==> src/rtl/assert_macros.svh <==
// Assertion macros for the spanning tree block.
// Used by the top level only; needs a clock named i_clk and a reset named i_rst_n.
`ifndef ASSERT_MACROS_SVH
`define ASSERT_MACROS_SVH

// expr must hold at every clock edge outside reset
`define ASSERT_ALWAYS(label, expr, msg) \
    label: assert property (@(posedge i_clk) disable iff (!i_rst_n) (expr)) \
        else $error(msg);

// cons must hold in the cycle after ante
`define ASSERT_NEXT(label, ante, cons, msg) \
    label: assert property (@(posedge i_clk) disable iff (!i_rst_n) (ante) |=> (cons)) \
        else $error(msg);

`endif

==> src/rtl/bfs_pkg.sv <==
// Shared types and constants for the breadth-first spanning tree block.
// No dependencies; imported by the controller, the datapath and the top level.
package bfs_pkg;

    localparam int VW               = 7;
    localparam int ROW_W            = 64;
    localparam int DEF_MAX_VERTICES = 64;

    typedef enum logic [1:0] {
        ST_ACK      = 2'd0,
        ST_EDGE     = 2'd1,
        ST_NOT_CONN = 2'd2
    } t_result_status;

    typedef enum logic [2:0] {
        S_IDLE,
        S_SCAN,
        S_NEXTQ,
        S_EMIT_RD,
        S_EMIT_WAIT
    } t_state;

    typedef struct packed {
        logic load_row;
        logic start;
        logic scan_step;
        logic q_rd;
        logic adj_next;
        logic emit_rd;
        logic out_ack;
        logic out_nc;
        logic out_edge;
    } t_dp_cmd;

    typedef struct packed {
        logic out_free;
        logic root_ok;
        logic pending_any;
        logic queue_more;
        logic tree_full;
        logic edges_none;
        logic emit_last;
    } t_dp_status;

endpackage

==> src/rtl/bfs_ctrl.sv <==
// Sequencer for load, search and edge emission.
// Depends on bfs_pkg; drives datapath commands from its status.
module bfs_ctrl
    import bfs_pkg::*;
(
    input  logic       i_clk,
    input  logic       i_rst_n,
    input  logic       i_in_valid,
    input  logic       i_in_kind,
    input  t_dp_status i_sts,
    output logic       o_in_stall,
    output t_dp_cmd    o_cmd
);

    t_state r_state;
    t_state n_state;
    logic   w_accept;

    assign w_accept = i_in_valid && (r_state == S_IDLE) && i_sts.out_free;

    always_ff @(posedge i_clk) begin
        if (!i_rst_n) begin
            r_state <= S_IDLE;
        end else begin
            r_state <= n_state;
        end
    end

    always_comb begin
        n_state = r_state;
        case (r_state)
            S_IDLE: begin
                if (w_accept && i_in_kind && i_sts.root_ok) begin
                    n_state = S_SCAN;
                end
            end
            S_SCAN: begin
                if (i_sts.pending_any) begin
                    n_state = S_SCAN;
                end else if (i_sts.queue_more) begin
                    n_state = S_NEXTQ;
                end else if (i_sts.tree_full) begin
                    n_state = i_sts.edges_none ? S_IDLE : S_EMIT_RD;
                end else if (i_sts.out_free) begin
                    n_state = S_IDLE;
                end
            end
            S_NEXTQ:   n_state = S_SCAN;
            S_EMIT_RD: n_state = S_EMIT_WAIT;
            S_EMIT_WAIT: begin
                if (i_sts.out_free) begin
                    n_state = i_sts.emit_last ? S_IDLE : S_EMIT_RD;
                end
            end
            default:   n_state = S_IDLE;
        endcase
    end

    always_comb begin
        o_cmd      = '0;
        o_in_stall = 1'b1;
        case (r_state)
            S_IDLE: begin
                o_in_stall = !i_sts.out_free;
                if (w_accept) begin
                    if (!i_in_kind) begin
                        o_cmd.load_row = 1'b1;
                        o_cmd.out_ack  = 1'b1;
                    end else if (i_sts.root_ok) begin
                        o_cmd.start    = 1'b1;
                    end else begin
                        o_cmd.out_nc   = 1'b1;
                    end
                end
            end
            S_SCAN: begin
                if (i_sts.pending_any) begin
                    o_cmd.scan_step = 1'b1;
                end else if (i_sts.queue_more) begin
                    o_cmd.q_rd = 1'b1;
                end else if (!i_sts.tree_full && i_sts.out_free) begin
                    o_cmd.out_nc = 1'b1;
                end
            end
            S_NEXTQ:   o_cmd.adj_next = 1'b1;
            S_EMIT_RD: o_cmd.emit_rd  = 1'b1;
            S_EMIT_WAIT: begin
                o_cmd.out_edge = i_sts.out_free;
            end
            default: begin
                o_cmd = '0;
            end
        endcase
    end

endmodule

==> config.mk <==
export PLATFORM = sky130hd
export DESIGN_NAME = bfs_ctrl
export DESIGN_NICKNAME = d
export VERILOG_FILES = /design/src/rtl/assert_macros.svh /design/src/rtl/bfs_pkg.sv /design/src/rtl/bfs_ctrl.sv
export SDC_FILE = /design/constraint.sdc
export NUM_CORES = 1
export LEC_CHECK = 0
export ABC_AREA = 0
export BUFFER_PORTS_ARGS = -buffer_cell sky130_fd_sc_hd__buf_2
export CAP_MARGIN = 10
export CORE_AREA = 8 8 45 47
export CTS_CLUSTER_SIZE = 8
export DETAILED_ROUTE_END_ITERATION = 8
export DIE_AREA = 0 0 53 55
export MAX_ROUTING_LAYER = met4
export RECOVER_POWER = 100
export SLEW_MARGIN = 20
export SYNTH_ARGS = -nofsm -noshare
export SYNTH_HDL_FRONTEND = slang
export SYNTH_SLANG_ARGS = --single-unit
==> constraint.sdc <==
create_clock -name i_clk -period 2.08 [get_ports i_clk]
set_input_delay 0.208 -clock i_clk [delete_from_list [all_inputs] [get_ports i_clk]]
set_output_delay 0.208 -clock i_clk [all_outputs]
set_load 0.005 [all_outputs]
### Yosys cells after proc, flatten, opt, wreduce, memory -nomap -nowiden

Index checks and enable logic that the tools add are counted.
Widths: inputs -> output; s select.

| storage, ports and cells | value |
|---|---|
| output and inout port bits | 10 |
| bits of input ports | 11 |
| register bits | 3 |
| word-level logic and storage cells | 47 |

| operators by class | value |
|---|---|
| muxes and demuxes | 30 |
| eq/ne operators | 7 |
| reduce and logical (&&, ||, !) cells | 9 |

Operators with widths:

| cell | count |
|---|---|
| $mux 3 | 6 |
| $mux 1 | 16 |
| $pmux 3 s5 | 1 |
| $mux 2 | 6 |
| $eq 3x2->1 const B | 2 |
| $logic_and 1x1->1 | 5 |
| $ne 5x5->1 const B | 1 |
| $eq 3x1->1 const B | 1 |
| $eq 3x3->1 const B | 1 |
| $logic_not 3->1 | 1 |
| $reduce_and 3->1 | 1 |
| $logic_not 1->1 | 2 |
| $ne 2x1->1 const B | 1 |
| $ne 2x2->1 const B | 1 |
| $pmux 1 s2 | 1 |

### Logic depth before layout (Yosys ltp)

| depth | value |
|---|---|
| depth after elaboration | 7 |
| mapped depth | 5 |
| mapped depth without buffers | 3 |

### Worst setup path before layout

Ideal clock, no wire load.

| path | value |
|---|---|
| path type | register to output |
| from | register r_state[2] |
| to | output port o_cmd[8] in the netlist's numbering |
| buffers on the path | 2 |
| path slack | 0.644 ns |
| data required time | 1.872 ns |
| stages on the path, launching flop included | 6 |
| data arrival time | 1.228 ns |
| cell sequence | dfxtp_1 > clkbuf_1 > nor2_1 > nand3_1 > nor3b_1 > buf_4 |

RTL lines:

| what | line | text |
|---|---|---|
| from (decl) | bfs_ctrl.sv:15 | `t_state r_state;` |
| from (signal assigned) | bfs_ctrl.sv:25 | `r_state <= n_state;` |
| to (decl) | bfs_ctrl.sv:12 | `output t_dp_cmd o_cmd` |

==> results.txt <==
outcome - finished clean
minimum clock period - 1.63 ns
Multi-input gate area - 221 µm²
worst r2r path cells - 3
Area Growth Syn to Fin - 38.2%
CP Launch Type - register
Cells after Synth - 41
DRC - 0
post-synth cell types - 26
Area contributors post-synth - dfxtp_1, o21a_1, nor4b_1
largest net degree at the start of global routing - 14
fin cells - 78
TNS Setup - 0 ns
cell taking the most area after synthesis - dfxtp_1
Worst Setup Slack, final - 0.455 ns
Max Cap Violations - 0
H-tree depth - 1
Die W - 53 µm
Post-Synthesis Cell Area - 312 µm²
Post-synth EDFFs - 0
DRT Pass-1 Iters - 4
Ports - 21
Worst-path clk slew - 0.04 ns
die area - 2920 µm²
via/cell ratio - 4.96
HP Class - primary input to register
Max clock buf depth - 2
clock root buffer - clkbuf_4
FMAX - 615 MHz
worst slew pin tran - 0.381 ns
ys flop type - dfxtp_1
CORE AREA - 1380 µm²
antenna-violating nets left - 0
area share of the largest cell type after synthesis - 19.3%
First DRT Iteration DRCs - 9
Commonest cells post-synth - nor2_1, dfxtp_1, o21a_1
Layout Utilization - 31.1%
syn_nets - 52
initial antenna violation count - 0
# resized after CTS - 0
number of global-route vias before repair - 380
num rows - 14
pwr dens - 569 nW/µm²
Final Slew Violations - 0
I/O Buffers - 20
# setup viols final - 0
final wirelength - 957 µm
Total Power - 0.000245 W
sequential share of the synthesized area - 19.3%
peak supply drop - 0.000240 V
FF/Latch Area - 60.1 µm²
register with the most flip-flops - r_state
endpoints failing hold - 0
post-synthesis register bit count - 3
ys async rst share - 0%
most common cell in the netlist - nor2_1
CTS Hold Bufs - 0
wire length per cell - 12.3 µm
Worst EP required - 1.87 ns
Worst Path Arrival - 1.42 ns
Place WS - 0.600 ns
Final period util - 78.1%
Final #Nets - 74
Crit Path Class - register to output pin
crit end category - output pin
clk sinks - 3
unrepaired setup endpoints after global routing - no
Largest register FFs - 3
Final Skew - 0.00110 ns
Syn. warnings - 0
Hold Crit Depth - 2
# diodes - 0
Post-CTS Setup Repair Bufs - 0
# fillers - 167
global-route wire length before repair - 1.59 mm
Vias - 387
share of cells above drive strength 1 - 30.6%
grt total ovfl - 0
Post-Syn Area per Cell - 7.60 µm²
GRT Total Usage - 7.87%
Detail Placement HPWL - 794 µm
CP Max Fanout - 10
Placed Instances - 74
P_leak - 0.196 nW
Slew headroom - 73.9%
Initial Util - 22.5%
total CTS buffers - 3
Clock Latency Late Sink - 0.23 ns
gpl congestion - 0.784
TritonCTS clock tree - built
Largest regs - r_state (3)
die height - 55 µm
-- worst paths after layout --
| check | endpoint | slack [ns] | start |
|---|---|---|---|
| setup / recovery | o_cmd[2] | 0.45 | r_state[2] |
| hold / removal | r_state[2] | 0.24 | i_rst_n |
| setup reg to reg | r_state[0] | 0.76 | r_state[0] |
| hold reg to reg | r_state[0] | 0.68 | r_state[1] |
-- cell type report --
type | instances | area share (%)
flip-flops and latches | 3 | 14.0
repair buffers | 20 | 21.2
clock buffers | 4 | 6.10
multi-input cells | 32 | 51.5
well taps | 16 | 4.65
inverters | 3 | 2.62
-- layout by cell type (no fill, tap or decap) --
cell,n
clkbuf_4,3
or4_4,1
and4_2,1
a41o_1,1
a211o_1,1
nor4b_1,2
clkbuf_2,1
o2111a_1,1
clkbuf_1,8
a2111oi_1,1
and3_1,2
nand3_1,2
nor3_1,2
o22ai_1,1
a41o_2,1
o21ai_0,1
nor2b_1,1
nor3b_1,2
a2111oi_0,1
nor2_1,4
nand2b_1,1
a31oi_1,1
dfxtp_1,3
inv_1,3
nand2_1,2
buf_2,12
o21a_1,3
-- kinds of logic (layout without fill, tap and decap cells) --
group,Yosys count,after routing,share of synthesized area [%]
compound gates,12,12,32.1
buf+inv,6,27,9.64
flops,3,3,19.3
simple gates,20,20,39.0
-- worst max-delay path, stage by stage (launching register included) --
cell	delay [ns]
dfxtp_1	0.37
nor2_1	0.25
nand3_1	0.16
nor3b_1	0.26
clkbuf_1	0.14
-- per-layer routing --
layer | track usage (%) | vias to the layer above | part of all wire (%)
met5 | - | - | 0
met4 | 5.17 | 0 | 0.84
met1 | 7.26 | 169 | 42
met3 | 5.08 | 2 | 13
li1 | - | 202 | -
met2 | 11.9 | 14 | 44
-- power by group --
part / switching, W / leakage, nW / total [W] / internal [W]
registers: 0.0000135 / 0.0243 / 0.0000760 / 0.0000625
logic: 0.0000333 / 0.157 / 0.0000687 / 0.0000354
clock network: 0.0000284 / 0.0150 / 0.000100 / 0.0000718
-- stage by stage --
step           hold slack, ns  cell area, µm²
2_1_floorplan           0.326             312
3_3_place_gp            0.475             413
3_5_place_dp            0.484             413
4_1_cts                 0.240             439
5_1_grt                 0.241             430
6_report                0.237             430
Power figures use the tool's default switching activity.
